### src/hw/rtl/stkstat_pkg.sv
// Shared constants, codes and types of the stack with min/max/mean block.
// No dependencies; compiled first.
`timescale 1ns / 1ps

package stkstat_pkg;

	localparam int DEPTH  = 64;
	localparam int PTR_W  = $clog2(DEPTH);
	localparam int FILL_W = 7;
	localparam int KIND_W = 2;
	localparam int STAT_W = 2;
	localparam int VAL_W  = 32;
	localparam int MEAN_W = 40;
	localparam int FRAC_W = 8;
	// sum of DEPTH signed values never overflows
	localparam int SUM_W  = VAL_W + PTR_W + 1;
	localparam int DIVD_W = SUM_W + FRAC_W;
	localparam int DCNT_W = $clog2(DIVD_W + 1);

	localparam logic [KIND_W-1:0] KIND_PUSH  = 2'd0;
	localparam logic [KIND_W-1:0] KIND_POP   = 2'd1;
	localparam logic [KIND_W-1:0] KIND_QUERY = 2'd2;

	localparam logic [STAT_W-1:0] STAT_OK    = 2'd0;
	localparam logic [STAT_W-1:0] STAT_FULL  = 2'd1;
	localparam logic [STAT_W-1:0] STAT_EMPTY = 2'd2;

	localparam logic [FILL_W-1:0] CAP_RESET = FILL_W'(DEPTH);

	typedef struct packed {
		logic busy;
		logic done;
	} div_stat_t;

endpackage

### src/hw/rtl/stkstat_ifs.sv
// Valid/ready channel interfaces: request, response and capacity write.
// Depends on stkstat_pkg.
`timescale 1ns / 1ps

interface stkstat_req_if;
	logic                         valid;
	logic                         ready;
	logic [stkstat_pkg::KIND_W-1:0] kind;
	logic signed [stkstat_pkg::VAL_W-1:0] value;

	modport source (output valid, output kind, output value, input ready);
	modport sink   (input valid, input kind, input value, output ready);
endinterface

interface stkstat_rsp_if;
	logic                                  valid;
	logic                                  ready;
	logic [stkstat_pkg::STAT_W-1:0]        status;
	logic signed [stkstat_pkg::VAL_W-1:0]  popped;
	logic signed [stkstat_pkg::VAL_W-1:0]  minimum;
	logic signed [stkstat_pkg::VAL_W-1:0]  maximum;
	logic signed [stkstat_pkg::MEAN_W-1:0] mean_q8;
	logic [stkstat_pkg::FILL_W-1:0]        fill;

	modport source (output valid, output status, output popped, output minimum,
		output maximum, output mean_q8, output fill, input ready);
	modport sink   (input valid, input status, input popped, input minimum,
		input maximum, input mean_q8, input fill, output ready);
endinterface

interface stkstat_cfg_if;
	logic                           valid;
	logic                           ready;
	logic [stkstat_pkg::FILL_W-1:0] data;

	modport source (output valid, output data, input ready);
	modport sink   (input valid, input data, output ready);
endinterface

### src/hw/rtl/stack_with_min_max_mean_top.sv
// Top level of the LIFO stack with min/max/mean statistics.
// Depends on stkstat_pkg, stkstat_ifs and stkstat_div.
`timescale 1ns / 1ps
//
// Usage:
//   req  : one item per operation (kind: push, pop, query; value for push).
//   rsp  : one item per request: status, popped, minimum, maximum, mean_q8, fill.
//   cfg  : capacity write, always ready; write only while the block is idle.
// Rate: one request at a time; req.ready is high only while the sequencer idles.
//   push, unused kind, empty pop/query: the accept moves the sequencer
//   straight to ST_RESP. pop passes through ST_POPRD first (one registered
//   read of the entry memory). query walks the memory (one entry per cycle
//   through the single read port), then runs the bit-serial divider (one
//   quotient bit per cycle, 47 bits) before ST_RESP.
// Output: rsp fields sit in an output register. A stalled receiver holds
//   them; the next request is still taken, and its result waits in the
//   sequencer until the output register frees up.
// Reset: fill count 0, capacity 64, no response pending. Entry memory is
//   not cleared; only written entries are ever read.

module stack_with_min_max_mean_top (
	input  logic           clk,
	input  logic           arst_n,
	stkstat_req_if.sink    req,
	stkstat_rsp_if.source  rsp,
	stkstat_cfg_if.sink    cfg
);

	localparam logic [2:0] ST_IDLE  = 3'd0;
	localparam logic [2:0] ST_POPRD = 3'd1;
	localparam logic [2:0] ST_WALK  = 3'd2;
	localparam logic [2:0] ST_DGO   = 3'd3;
	localparam logic [2:0] ST_DWAIT = 3'd4;
	localparam logic [2:0] ST_RESP  = 3'd5;

	localparam int VAL_W  = stkstat_pkg::VAL_W;
	localparam int SUM_W  = stkstat_pkg::SUM_W;
	localparam int FILL_W = stkstat_pkg::FILL_W;
	localparam int PTR_W  = stkstat_pkg::PTR_W;
	localparam int MEAN_W = stkstat_pkg::MEAN_W;

	logic [2:0]                     state_q;
	logic [FILL_W-1:0]              cap_q;
	logic [FILL_W-1:0]              fill_q;
	logic [FILL_W-1:0]              rd_cnt_q;
	logic [FILL_W-1:0]              cons_cnt_q;
	logic                           rd_vld_s1;
	logic                           rsp_vld_q;

	// entry memory, single write / single registered read
	logic [VAL_W-1:0]               mem [stkstat_pkg::DEPTH];
	logic [VAL_W-1:0]               rd_data_q;

	// working result
	logic [stkstat_pkg::STAT_W-1:0] res_status_q;
	logic signed [VAL_W-1:0]        res_popped_q;
	logic signed [VAL_W-1:0]        min_q;
	logic signed [VAL_W-1:0]        max_q;
	logic signed [SUM_W-1:0]        sum_q;
	logic signed [MEAN_W-1:0]       res_mean_q;

	// output register
	logic [stkstat_pkg::STAT_W-1:0] out_status_q;
	logic signed [VAL_W-1:0]        out_popped_q;
	logic signed [VAL_W-1:0]        out_min_q;
	logic signed [VAL_W-1:0]        out_max_q;
	logic signed [MEAN_W-1:0]       out_mean_q;
	logic [FILL_W-1:0]              out_fill_q;

	logic                           req_acc;
	logic                           full;
	logic                           empty;
	logic                           wr_en;
	logic                           rd_en;
	logic [PTR_W-1:0]               rd_addr;
	logic [FILL_W-1:0]              fill_m1;
	logic [FILL_W-1:0]              cons_nx;
	logic signed [VAL_W-1:0]        elem;
	logic signed [SUM_W-1:0]        elem_ext;
	logic                           last_elem;
	logic                           out_free;
	logic                           sum_neg;
	logic [SUM_W-1:0]               sum_mag;
	logic                           div_start;
	stkstat_pkg::div_stat_t         div_stat;
	logic [stkstat_pkg::DIVD_W-1:0] div_quot;
	logic [MEAN_W-1:0]              quot_lo;

	assign req.ready = (state_q == ST_IDLE);
	assign req_acc   = req.valid && req.ready;
	assign cfg.ready = 1'b1;

	assign full    = (fill_q >= cap_q) || (fill_q >= FILL_W'(stkstat_pkg::DEPTH));
	assign empty   = (fill_q == '0);
	assign fill_m1 = fill_q - 1'b1;
	assign wr_en   = req_acc && (req.kind == stkstat_pkg::KIND_PUSH) && !full;

	// read port: pop takes the top entry, query walks from the bottom
	always_comb begin
		rd_en   = 1'b0;
		rd_addr = rd_cnt_q[PTR_W-1:0];
		if (req_acc && (req.kind == stkstat_pkg::KIND_POP) && !empty) begin
			rd_en   = 1'b1;
			rd_addr = fill_m1[PTR_W-1:0];
		end else if ((state_q == ST_WALK) && (rd_cnt_q < fill_q)) begin
			rd_en = 1'b1;
		end
	end

	always_ff @(posedge clk) begin
		if (wr_en) begin
			mem[fill_q[PTR_W-1:0]] <= req.value;
		end
		if (rd_en) begin
			rd_data_q <= mem[rd_addr];
		end
	end

	// walk datapath: one compare pair and one accumulate per entry
	assign elem      = signed'(rd_data_q);
	assign elem_ext  = {{(SUM_W - VAL_W){elem[VAL_W-1]}}, elem};
	assign cons_nx   = cons_cnt_q + 1'b1;
	assign last_elem = rd_vld_s1 && (cons_nx == fill_q);

	// mean: |sum| * 256 / fill, sign restored afterwards
	assign sum_neg   = sum_q[SUM_W-1];
	assign sum_mag   = sum_neg ? unsigned'(-sum_q) : unsigned'(sum_q);
	assign div_start = (state_q == ST_DGO);
	assign quot_lo   = div_quot[MEAN_W-1:0];

	stkstat_div u_div (
		.clk      (clk),
		.arst_n   (arst_n),
		.start    (div_start),
		.dividend ({sum_mag, {stkstat_pkg::FRAC_W{1'b0}}}),
		.divisor  (fill_q),
		.stat     (div_stat),
		.quotient (div_quot)
	);

	assign out_free = !rsp_vld_q || rsp.ready;

	// sequencer and control state
	always_ff @(posedge clk or negedge arst_n) begin
		if (!arst_n) begin
			state_q    <= ST_IDLE;
			cap_q      <= stkstat_pkg::CAP_RESET;
			fill_q     <= '0;
			rd_cnt_q   <= '0;
			cons_cnt_q <= '0;
			rd_vld_s1  <= 1'b0;
			rsp_vld_q  <= 1'b0;
		end else begin
			if (cfg.valid) begin
				cap_q <= cfg.data;
			end
			if (rsp_vld_q && rsp.ready) begin
				rsp_vld_q <= 1'b0;
			end
			rd_vld_s1 <= 1'b0;
			unique case (state_q)
				ST_IDLE: begin
					if (req_acc) begin
						state_q    <= ST_RESP;
						rd_cnt_q   <= '0;
						cons_cnt_q <= '0;
						case (req.kind)
							stkstat_pkg::KIND_PUSH: begin
								if (!full) begin
									fill_q <= fill_q + 1'b1;
								end
							end
							stkstat_pkg::KIND_POP: begin
								if (!empty) begin
									fill_q  <= fill_m1;
									state_q <= ST_POPRD;
								end
							end
							stkstat_pkg::KIND_QUERY: begin
								if (!empty) begin
									state_q <= ST_WALK;
								end
							end
							default: begin
							end
						endcase
					end
				end
				ST_POPRD: begin
					state_q <= ST_RESP;
				end
				ST_WALK: begin
					if (rd_en) begin
						rd_cnt_q <= rd_cnt_q + 1'b1;
					end
					rd_vld_s1 <= rd_en;
					if (rd_vld_s1) begin
						cons_cnt_q <= cons_nx;
					end
					if (last_elem) begin
						state_q <= ST_DGO;
					end
				end
				ST_DGO: begin
					state_q <= ST_DWAIT;
				end
				ST_DWAIT: begin
					if (div_stat.done) begin
						state_q <= ST_RESP;
					end
				end
				ST_RESP: begin
					if (out_free) begin
						rsp_vld_q <= 1'b1;
						state_q   <= ST_IDLE;
					end
				end
				default: begin
					state_q <= ST_IDLE;
				end
			endcase
		end
	end

	// result payload
	always_ff @(posedge clk) begin
		if (req_acc) begin
			res_status_q <= stkstat_pkg::STAT_OK;
			res_popped_q <= '0;
			min_q        <= '0;
			max_q        <= '0;
			sum_q        <= '0;
			res_mean_q   <= '0;
			case (req.kind)
				stkstat_pkg::KIND_PUSH: begin
					if (full) begin
						res_status_q <= stkstat_pkg::STAT_FULL;
					end
				end
				stkstat_pkg::KIND_POP, stkstat_pkg::KIND_QUERY: begin
					if (empty) begin
						res_status_q <= stkstat_pkg::STAT_EMPTY;
					end
				end
				default: begin
				end
			endcase
		end
		if (state_q == ST_POPRD) begin
			res_popped_q <= elem;
		end
		if ((state_q == ST_WALK) && rd_vld_s1) begin
			sum_q <= sum_q + elem_ext;
			if ((cons_cnt_q == '0) || (elem < min_q)) begin
				min_q <= elem;
			end
			if ((cons_cnt_q == '0) || (elem > max_q)) begin
				max_q <= elem;
			end
		end
		if ((state_q == ST_DWAIT) && div_stat.done) begin
			res_mean_q <= sum_neg ? signed'(-quot_lo) : signed'(quot_lo);
		end
		if ((state_q == ST_RESP) && out_free) begin
			out_status_q <= res_status_q;
			out_popped_q <= res_popped_q;
			out_min_q    <= min_q;
			out_max_q    <= max_q;
			out_mean_q   <= res_mean_q;
			out_fill_q   <= fill_q;
		end
	end

	assign rsp.valid   = rsp_vld_q;
	assign rsp.status  = out_status_q;
	assign rsp.popped  = out_popped_q;
	assign rsp.minimum = out_min_q;
	assign rsp.maximum = out_max_q;
	assign rsp.mean_q8 = out_mean_q;
	assign rsp.fill    = out_fill_q;

	// fill count never runs past the built depth
	a_fill_bound: assert property (@(posedge clk) disable iff (!arst_n)
		fill_q <= FILL_W'(stkstat_pkg::DEPTH))
		else $error("fill count beyond depth");

	// an accepted push that fits grows the stack by one
	a_push_grow: assert property (@(posedge clk) disable iff (!arst_n)
		wr_en |=> (fill_q == $past(fill_q) + FILL_W'(1)))
		else $error("push did not advance fill count");

	// divider finishes only while the sequencer waits for it
	a_div_done: assert property (@(posedge clk) disable iff (!arst_n)
		div_stat.done |-> (state_q == ST_DWAIT))
		else $error("divider done outside wait state");

	// a new response is loaded only out of the response state
	a_rsp_load: assert property (@(posedge clk) disable iff (!arst_n)
		$rose(rsp_vld_q) |-> ($past(state_q) == ST_RESP))
		else $error("response raised outside response state");

endmodule

### src/hw/rtl/stkstat_div.sv
// Restoring divider, one quotient bit per cycle: unsigned sum magnitude by fill count.
// Depends on stkstat_pkg.
`timescale 1ns / 1ps

module stkstat_div (
	input  logic                             clk,
	input  logic                             arst_n,
	input  logic                             start,
	input  logic [stkstat_pkg::DIVD_W-1:0]   dividend,
	input  logic [stkstat_pkg::FILL_W-1:0]   divisor,
	output stkstat_pkg::div_stat_t           stat,
	output logic [stkstat_pkg::DIVD_W-1:0]   quotient
);

	logic [stkstat_pkg::DIVD_W-1:0] dvd_q;
	logic [stkstat_pkg::FILL_W-1:0] rem_q;
	logic [stkstat_pkg::DCNT_W-1:0] cnt_q;
	logic                           busy_q;
	logic                           done_q;
	logic [stkstat_pkg::FILL_W:0]   rem_sh;
	logic [stkstat_pkg::FILL_W:0]   rem_nx;
	logic                           ge;

	// shift in the next dividend bit, subtract if it fits
	always_comb begin
		rem_sh = {rem_q, dvd_q[stkstat_pkg::DIVD_W-1]};
		ge     = rem_sh >= {1'b0, divisor};
		rem_nx = ge ? (rem_sh - {1'b0, divisor}) : rem_sh;
	end

	always_ff @(posedge clk or negedge arst_n) begin
		if (!arst_n) begin
			busy_q <= 1'b0;
			done_q <= 1'b0;
			cnt_q  <= '0;
		end else begin
			done_q <= 1'b0;
			if (start) begin
				busy_q <= 1'b1;
				cnt_q  <= stkstat_pkg::DCNT_W'(stkstat_pkg::DIVD_W);
			end else if (busy_q) begin
				cnt_q <= cnt_q - 1'b1;
				if (cnt_q == stkstat_pkg::DCNT_W'(1)) begin
					busy_q <= 1'b0;
					done_q <= 1'b1;
				end
			end
		end
	end

	always_ff @(posedge clk) begin
		if (start) begin
			dvd_q <= dividend;
			rem_q <= '0;
		end else if (busy_q) begin
			dvd_q <= {dvd_q[stkstat_pkg::DIVD_W-2:0], ge};
			rem_q <= rem_nx[stkstat_pkg::FILL_W-1:0];
		end
	end

	assign stat.busy = busy_q;
	assign stat.done = done_q;
	assign quotient  = dvd_q;

endmodule

### src/flat_wrapper.sv
// flat-port wrapper written by rule: the top's interface ports become plain ports
module stack_with_min_max_mean_top_flat 
  (clk, arst_n, req_valid, req_kind, req_value, req_ready, rsp_valid, rsp_status, rsp_popped, rsp_minimum, rsp_maximum, rsp_mean_q8, rsp_fill, rsp_ready, cfg_valid, cfg_data, cfg_ready);
  stkstat_req_if req_i ();
  stkstat_rsp_if rsp_i ();
  stkstat_cfg_if cfg_i ();
  input  logic clk;
  input  logic arst_n;
  input wire logic [$bits(req_i.valid)-1:0] req_valid;
  input wire logic [$bits(req_i.kind)-1:0] req_kind;
  input wire logic [$bits(req_i.value)-1:0] req_value;
  output wire logic [$bits(req_i.ready)-1:0] req_ready;
  output wire logic [$bits(rsp_i.valid)-1:0] rsp_valid;
  output wire logic [$bits(rsp_i.status)-1:0] rsp_status;
  output wire logic [$bits(rsp_i.popped)-1:0] rsp_popped;
  output wire logic [$bits(rsp_i.minimum)-1:0] rsp_minimum;
  output wire logic [$bits(rsp_i.maximum)-1:0] rsp_maximum;
  output wire logic [$bits(rsp_i.mean_q8)-1:0] rsp_mean_q8;
  output wire logic [$bits(rsp_i.fill)-1:0] rsp_fill;
  input wire logic [$bits(rsp_i.ready)-1:0] rsp_ready;
  input wire logic [$bits(cfg_i.valid)-1:0] cfg_valid;
  input wire logic [$bits(cfg_i.data)-1:0] cfg_data;
  output wire logic [$bits(cfg_i.ready)-1:0] cfg_ready;
  assign req_i.valid = req_valid;
  assign req_i.kind = req_kind;
  assign req_i.value = req_value;
  assign req_ready = req_i.ready;
  assign rsp_valid = rsp_i.valid;
  assign rsp_status = rsp_i.status;
  assign rsp_popped = rsp_i.popped;
  assign rsp_minimum = rsp_i.minimum;
  assign rsp_maximum = rsp_i.maximum;
  assign rsp_mean_q8 = rsp_i.mean_q8;
  assign rsp_fill = rsp_i.fill;
  assign rsp_i.ready = rsp_ready;
  assign cfg_i.valid = cfg_valid;
  assign cfg_i.data = cfg_data;
  assign cfg_ready = cfg_i.ready;
  stack_with_min_max_mean_top u_core (.clk(clk), .arst_n(arst_n), .req(req_i), .rsp(rsp_i), .cfg(cfg_i));
endmodule
### config.mk
export PLATFORM = sky130hd
export DESIGN_NAME = stack_with_min_max_mean_top_flat
export DESIGN_NICKNAME = d
export VERILOG_FILES = /design/src/hw/rtl/stkstat_pkg.sv /design/src/hw/rtl/stkstat_ifs.sv /design/src/hw/rtl/stack_with_min_max_mean_top.sv /design/src/hw/rtl/stkstat_div.sv /design/src/flat_wrapper.sv
export SDC_FILE = /design/constraint.sdc
export NUM_CORES = 2
export LEC_CHECK = 0
export BUFFER_PORTS_ARGS = -buffer_cell sky130_fd_sc_hd__clkbuf_2
export CAP_MARGIN = 40
export CORE_MARGIN = 8
export CORE_UTILIZATION = 62
export DETAILED_ROUTE_END_ITERATION = 7
export PLACE_DENSITY = 0.81
export SKIP_CTS_REPAIR_TIMING = 1
export SLEW_MARGIN = 20
export SYNTH_ARGS = -nofsm -noshare
export SYNTH_HDL_FRONTEND = slang
export SYNTH_SLANG_ARGS = --single-unit
### constraint.sdc
create_clock -name clk -period 8.8 [get_ports clk]
set_input_delay 0.44 -clock clk [delete_from_list [all_inputs] [get_ports clk]]
set_output_delay 0.44 -clock clk [all_outputs]
set_load 0.01 [all_outputs]
# [After elaboration in Yosys (flattened, before gate mapping)]
# Memory sizes are Yosys's and may differ from the RTL's. A register that Yosys moved wholly into a read port is not among the register bits.
# Cells that the tools add are included.
[classes] n_addsub=9 n_reduce_logical=33 n_lt_le_gt_ge=6 n_eq_ne=17 muxes=53
[op_table] cell="2-to-1 mux 32 bit" n=8
[op_table] cell="2-to-1 mux 40 bit" n=3
[op_table] cell="2-to-1 mux 39 bit" n=3
[op_table] cell="2-to-1 mux 47 bit" n=2
[op_table] cell="2-to-1 mux 7 bit" n=6
[op_table] cell="case mux 7 bit (2 select lines)" n=3
[op_table] cell="negator 40 bit" n=1
[op_table] cell="adder 39 x 32 -> 39 bit" n=1
[op_table] cell="negator 39 bit" n=1
[op_table] cell="> comparator 32 bit" n=1
[op_table] cell="less-than comparator 32 bit" n=1
[op_table] cell="adder 7 x 1 -> 7 bit, second input constant" n=3
[op_table] cell="2-to-1 mux 3 bit" n=6
[op_table] cell="2-to-1 mux 6 bit" n=3
[op_table] cell="case mux 3 bit (6 select lines)" n=1
[op_table] cell="2-to-1 mux 1 bit" n=15
[op_table] cell="logical NOT 7 bit" n=2
[op_table] cell="nonzero test 2 bit" n=6
[op_table] cell="logical AND 1 bit" n=11
[op_table] cell=">= comparator 8 x 7 -> 1 bit" n=1
[op_table] cell="!= test 2 x 1 -> 1 bit, second input constant" n=4
[op_table] cell="!= test 2 bit, second input constant" n=4
[op_table] cell="== test 7 bit" n=1
[op_table] cell=">= comparator 7 bit" n=1
[op_table] cell="other kinds (22)" n=30
[totals] reg_bits=417 word_cells=144 out_inout_bits=148 mem_bits_rw=2048 memories=1
[mem_list] memory="u_core.mem" words=64 width=32 rd=1 rd_ports_with_merged_regs=1 wr=1 line="stack_with_min_max_mean_top.sv:51" rtl="logic [VAL_W-1:0] mem [stkstat_pkg::DEPTH];"

# [Longest topological paths before layout]
[depth] ltp_word=7 ltp_mapped=18 ltp_nobuf=12

# [Modules after synthesis]
# From an unflattened synthesis, not the netlist that was laid out.
[unflattened] hier_cells=6067 area_unflattened_um2=99873.3
[by_module_without_submodules] module="stack_with_min_max_mean_top" cells_per_inst=5826 area_each_um2=96692.7 seq_area_each_um2=72315.6 instances=1
[by_module_without_submodules] module="stkstat_div" cells_per_inst=241 area_each_um2=3180.6 seq_area_each_um2=1751.7 instances=1

# [Worst setup path after synthesis]
# Ideal clock, no wire load.
[synth_path] path_kind="register to register" startpoint="register u_core.state_q[1]" endpoint="register u_core.out_fill_q[0] (netlist: u_core.rsp.fill[0]), enable pin" path_stages_with_launch=5 required_ns=8.133 setup_slack_ns=0.892 arrival_time_ns=7.241 setup_ns=0.667 cell_sequence="dfrtp_1 -> buf_2 -> clkbuf_1 -> nand3b_1 -> nor2b_1"
[synth_via] elab_chain_len=2
[synth_lines] element="start: declaration" line="stack_with_min_max_mean_top.sv:42" rtl="logic [2:0] state_q;"
[synth_lines] element="start signal: assignment" line="stack_with_min_max_mean_top.sv:146" rtl="state_q <= ST_IDLE;"
[synth_lines] element="start signal: assignment" line="stack_with_min_max_mean_top.sv:164" rtl="state_q <= ST_RESP;"
[synth_lines] element="start signal: assignment" line="stack_with_min_max_mean_top.sv:176" rtl="state_q <= ST_POPRD;"
[synth_lines] element="== test 3 bit" line="stack_with_min_max_mean_top.sv:264" rtl="if ((state_q == ST_RESP) && out_free) begin"
[synth_lines] element="logical AND 1 bit" line="stack_with_min_max_mean_top.sv:264"
[synth_lines] element="end signal: assignment" line="stack_with_min_max_mean_top.sv:270" rtl="out_fill_q <= fill_q;"
[synth_lines] element="end: declaration" line="stack_with_min_max_mean_top.sv:68" rtl="logic [FILL_W-1:0] out_fill_q;"
# Every way passes these cells.
# A chain may end at the register's enable or synchronous reset.

# [Final worst setup path]
[layout_path] startpoint="register u_core.fill_q[0]" endpoint="register u_core.rd_data_q[22] (netlist: u_core.elem[22]) (read register of u_core.mem), data pin"
[layout_via] elab_chain_len=4 elab_cells_between_ends=9 cone_classes="add/sub (1); order compare (1); mux (3); reduce/logical (4)"
[layout_lines] element="start: declaration" line="stack_with_min_max_mean_top.sv:44" rtl="logic [FILL_W-1:0] fill_q;"
[layout_lines] element="start signal: assignment" line="stack_with_min_max_mean_top.sv:170" rtl="fill_q <= fill_q + 1'b1;"
[layout_lines] element="start signal: assignment" line="stack_with_min_max_mean_top.sv:175" rtl="fill_q <= fill_m1;"
[layout_lines] element="less-than comparator 7 bit or logical NOT 7 bit (tied branches)" line="stack_with_min_max_mean_top.sv:105, stack_with_min_max_mean_top.sv:94"
[layout_lines] element="logical AND 1 bit or logical NOT 1 bit (tied branches)" line="stack_with_min_max_mean_top.sv:105, stack_with_min_max_mean_top.sv:102"
[layout_lines] element="2-to-1 mux 1 bit or logical AND 1 bit (tied branches)" line="stack_with_min_max_mean_top.sv:105, stack_with_min_max_mean_top.sv:102"
[layout_lines] element="2-to-1 mux 1 bit or 2-to-1 mux 6 bit (tied branches)" line="stack_with_min_max_mean_top.sv:102" rtl="if (req_acc && (req.kind == stkstat_pkg::KIND_POP) && !empty) begin"
[layout_lines] element="end: declaration" line="stack_with_min_max_mean_top.sv:52" rtl="logic [VAL_W-1:0] rd_data_q;"
# Parallel ways exist; a longest one is shown, timed or not.

==> reports/results.txt <==
Post-synth EDFFs: 2,377
outcome: completed
count leader, synth: edfxtp_1
total I/O pin count: 194
relative slew slack: 27.7%
Max stage delay on crit path: 0.86 ns
P&R area growth vs syn: 13.3%
Die Area: 174,000 µm²
Starting Density: 62.4%
NetSw: 7850 µW
placed cell area: 105,000 µm²
GRT overflow: 0
WP data arrival: 7.17 ns
Max clock buf depth: 3
yosys warns: 0
RSZ-0062 raised after global routing: no
FMAX: 153 MHz
Synth async-reset ratio: 1.64%
drt drc: 0
number of detailed-route iterations in the first pass: 8
uppermost layer routed: met5
WL/cell: 31.4 µm
sequential group share of total power: 48.0%
Net Count, Synth: 6,704
skew final: 0.0833 ns
startpoint types: flip-flop
setup TNS: 0 ns
Primary FF master, synth: edfxtp_1
CP Max Fanout: 170
Hold Path Sink: u_core.cap_q[5]$_DFFE_PN0P_
Max-Cap Viols: 0
Period Utilization, post-route: 74.5%
Synth top cells by count: edfxtp_1 (2,377), nand2_1 (1,136), nand3_1 (527), mux4_2 (250), nor2_1 (245)
Reg2Reg Launch Point: u_core.fill_q[0]$_DFFE_PN0P_
syn avg cell area: 15.3 µm²
Post-Route WL: 288 mm
Post-Syn Instances: 6,522
combinational share of power: 16.4%
num rows: 147
Via Count: 62,900
Area contributors post-synth: edfxtp_1 (71%), mux4_2 (5.6%), nand2_1 (4.3%)
total track usage: 31.8%
Sink Count: 2,497
htree depth: 4
power per cell area: 252 nW/µm²
Slew Limit Fails: 0
setup slack, reg-to-reg: 2.24 ns
DR WL met3: 41.7 mm
Layout Nets: 6,978
Clk Latency, worst-skew pair: 0.89 ns
Die Height: 418 µm
sw frac: 27.5%
Root Buffer: clkbuf_16
multi-input logic area: 24,600 µm²
drt initial violations: 10,600
worst vdd ir: 0.216 mV
fillcell total: 9,338
Worst R2R Path Depth: 10
Worst setup EP type: flip-flop
CTS tree: done
family with the most delay on the worst path: compound AO/OA/AOI/OAI gates
Clock transition at path regs: 0.06 ns
Clock power frac: 35.6%
design area: 113,000 µm²
Buffers & Inverters on Critical Path: 2
HPWL after detailed placement: 164 mm
setup violators final: 0
largest net degree at the start of global routing: 171
core outline area: 160,000 µm²
worst-path cell chain: clkinv_1 -> ha_1 -> nor4b_1 -> a211o_1 -> mux2i_4 -> buf_12 -> mux4_2 -> a22oi_1 -> nand3_1 -> and4_1
Leak: 0.0383 µW
Yosys cell types: 78
HP Class: in2reg
initial antenna violation count: 22
routability cong.: 0.914
FF/Latch Area: 74,000 µm²
Slowest-stage cell, CP: a22oi_1
Fin. Hold Viols: 0
worst hold start: cfg_valid
CTS Buf Count: 228
vias in the first global route: 61,000
final hold slack: 0.0360 ns
Worst path depth: 10
minimum clock period: 6.56 ns
Hold Path Depth: 2
Post-DRT Antenna Nets: 0
share of cells above drive strength 1: 15.7%
Pint: 20,700 µW
mapped cell area: 100,000 µm²
met1 wire length: 91.8 mm
FF-to-FF End: u_core.elem[22]$_DFFE_PP_
post-synth top area share: 71.4%
met2 routed wirelength: 132 mm
WS Path Type: reg2reg
worst slew pin tran: 1.08 ns
post-synthesis register bit count: 2,497
Vias per Instance: 6.86
largest area contributor in the netlist: edfxtp_1
Port Buffers: 192
first-pass GRT wire length: 407 mm
chip width: 418 µm
CP required: 9.41 ns
register area share after synthesis: 74.0%
[final cells by class]
| cell class | count | area share [%] |
|---|---|---|
| Antenna cell | 19 | 0.0420 |
| Clock buffer | 276 | 5.33 |
| Clock inverter | 151 | 1.42 |
| Inverter | 143 | 0.474 |
| Multi-Input combinational cell | 3521 | 21.7 |
| Sequential cell | 2497 | 65.3 |
| Tap cell | 2160 | 2.39 |
| Timing Repair Buffer | 405 | 3.37 |
[layout by cell type, fill, tap and decap left out, drive strengths merged, types with 14 or more instances in the layout]
master,instances
a211oi,21
a21o,55
a21oi,108
a22o,34
a22oi,124
a31oi,134
a32oi,46
and4,34
buf,193
bufinv,28
clkbuf,468
clkinv,102
dfrtp,40
dfxtp,79
diode,19
dlygate4sd3,20
edfxtp,2377
ha,134
inv,151
mux2i,63
mux4,250
nand2,1136
nand3,527
nand4,119
nor2,245
nor3,27
o21a,14
o21ai,137
o31ai,23
or4,16
xnor2,47
xor2,81
[stage by stage]
| stage | setup slack [ns] | power [µW] | instances | util, % |
|---|---|---|---|---|
| after floorplan | 0.892 | 16700 | 6522 | - |
| after global placement | 2.88 | 18200 | 8630 | 64.7 |
| after detailed placement | 2.68 | 18400 | 8684 | 65.4 |
| after CTS | 2.63 | 28300 | 9111 | 70.2 |
| after global routing | 2.24 | 29200 | 9158 | 70.6 |
| final | 2.24 | 28500 | 9172 | 70.7 |
[power by group through the flow]
| stage | sequential, µW | clock [µW] | combinational, µW |
|---|---|---|---|
| finish | 13700 | 10200 | 4670 |
| global route | 13700 | 10600 | 4920 |
| CTS | 13700 | 10100 | 4490 |
| detailed placement | 14000 | 0 | 4390 |
| global placement | 13900 | 0 | 4210 |
| floorplan | 13900 | 0 | 2820 |
[per-layer routing]
metal / track usage, % / vias up
li1: - / 25600
met2: 49.3 / 5546
met1: 38.8 / 30700
met5: 0 / -
met4: 20.5 / 8
met3: 10.3 / 1124
[worst reg2reg max path, stage by stage (launching register included)]
cell,delay (ns)
dfrtp_1,0.56
clkinv_1,0.31
ha_1,0.27
nor4b_1,0.60
a211o_1,0.78
mux2i_4,0.80
buf_12,0.68
mux4_2,0.88
a22oi_1,0.86
nand3_1,0.30
and4_1,0.26
[worst max-delay path by stage]
stage	from	endpoint
floorplan	u_core.state_q[1]$_DFFE_PN0P_	u_core.rsp.fill[0]$_DFFE_PP_
global placement	u_core.fill_q[0]$_DFFE_PN0P_	u_core.elem[7]$_DFFE_PP_
detailed placement	u_core.fill_q[0]$_DFFE_PN0P_	u_core.elem[7]$_DFFE_PP_
CTS	u_core.fill_q[0]$_DFFE_PN0P_	u_core.elem[7]$_DFFE_PP_
global route	u_core.fill_q[0]$_DFFE_PN0P_	u_core.elem[7]$_DFFE_PP_
finish	u_core.fill_q[0]$_DFFE_PN0P_	u_core.elem[22]$_DFFE_PP_
[state kept, by name, indices dropped and copies added (netlist names), 32 cells and up]
name,cells
u_core.mem,2048
u_core.u_div.quotient,47
u_core.res_mean_q,40
u_core.rsp.mean_q8,40
u_core.sum_q,39
u_core.elem,32
u_core.max_q,32
u_core.min_q,32
u_core.res_popped_q,32
u_core.rsp.maximum,32
u_core.rsp.minimum,32
u_core.rsp.popped,32
[cells by family after synthesis]
logic type,synth area share (%)
AO/OA/AOI/OAI,5.06
XOR/XNOR,1.12
adder cells (fa/ha/maj),1.72
buffers and inverters,2.12
flip-flops,74.0
multiplexers,6.33
other,0.00375
AND/OR/NAND/NOR,9.69
No activity file was read; power rests on OpenSTA's default activity.
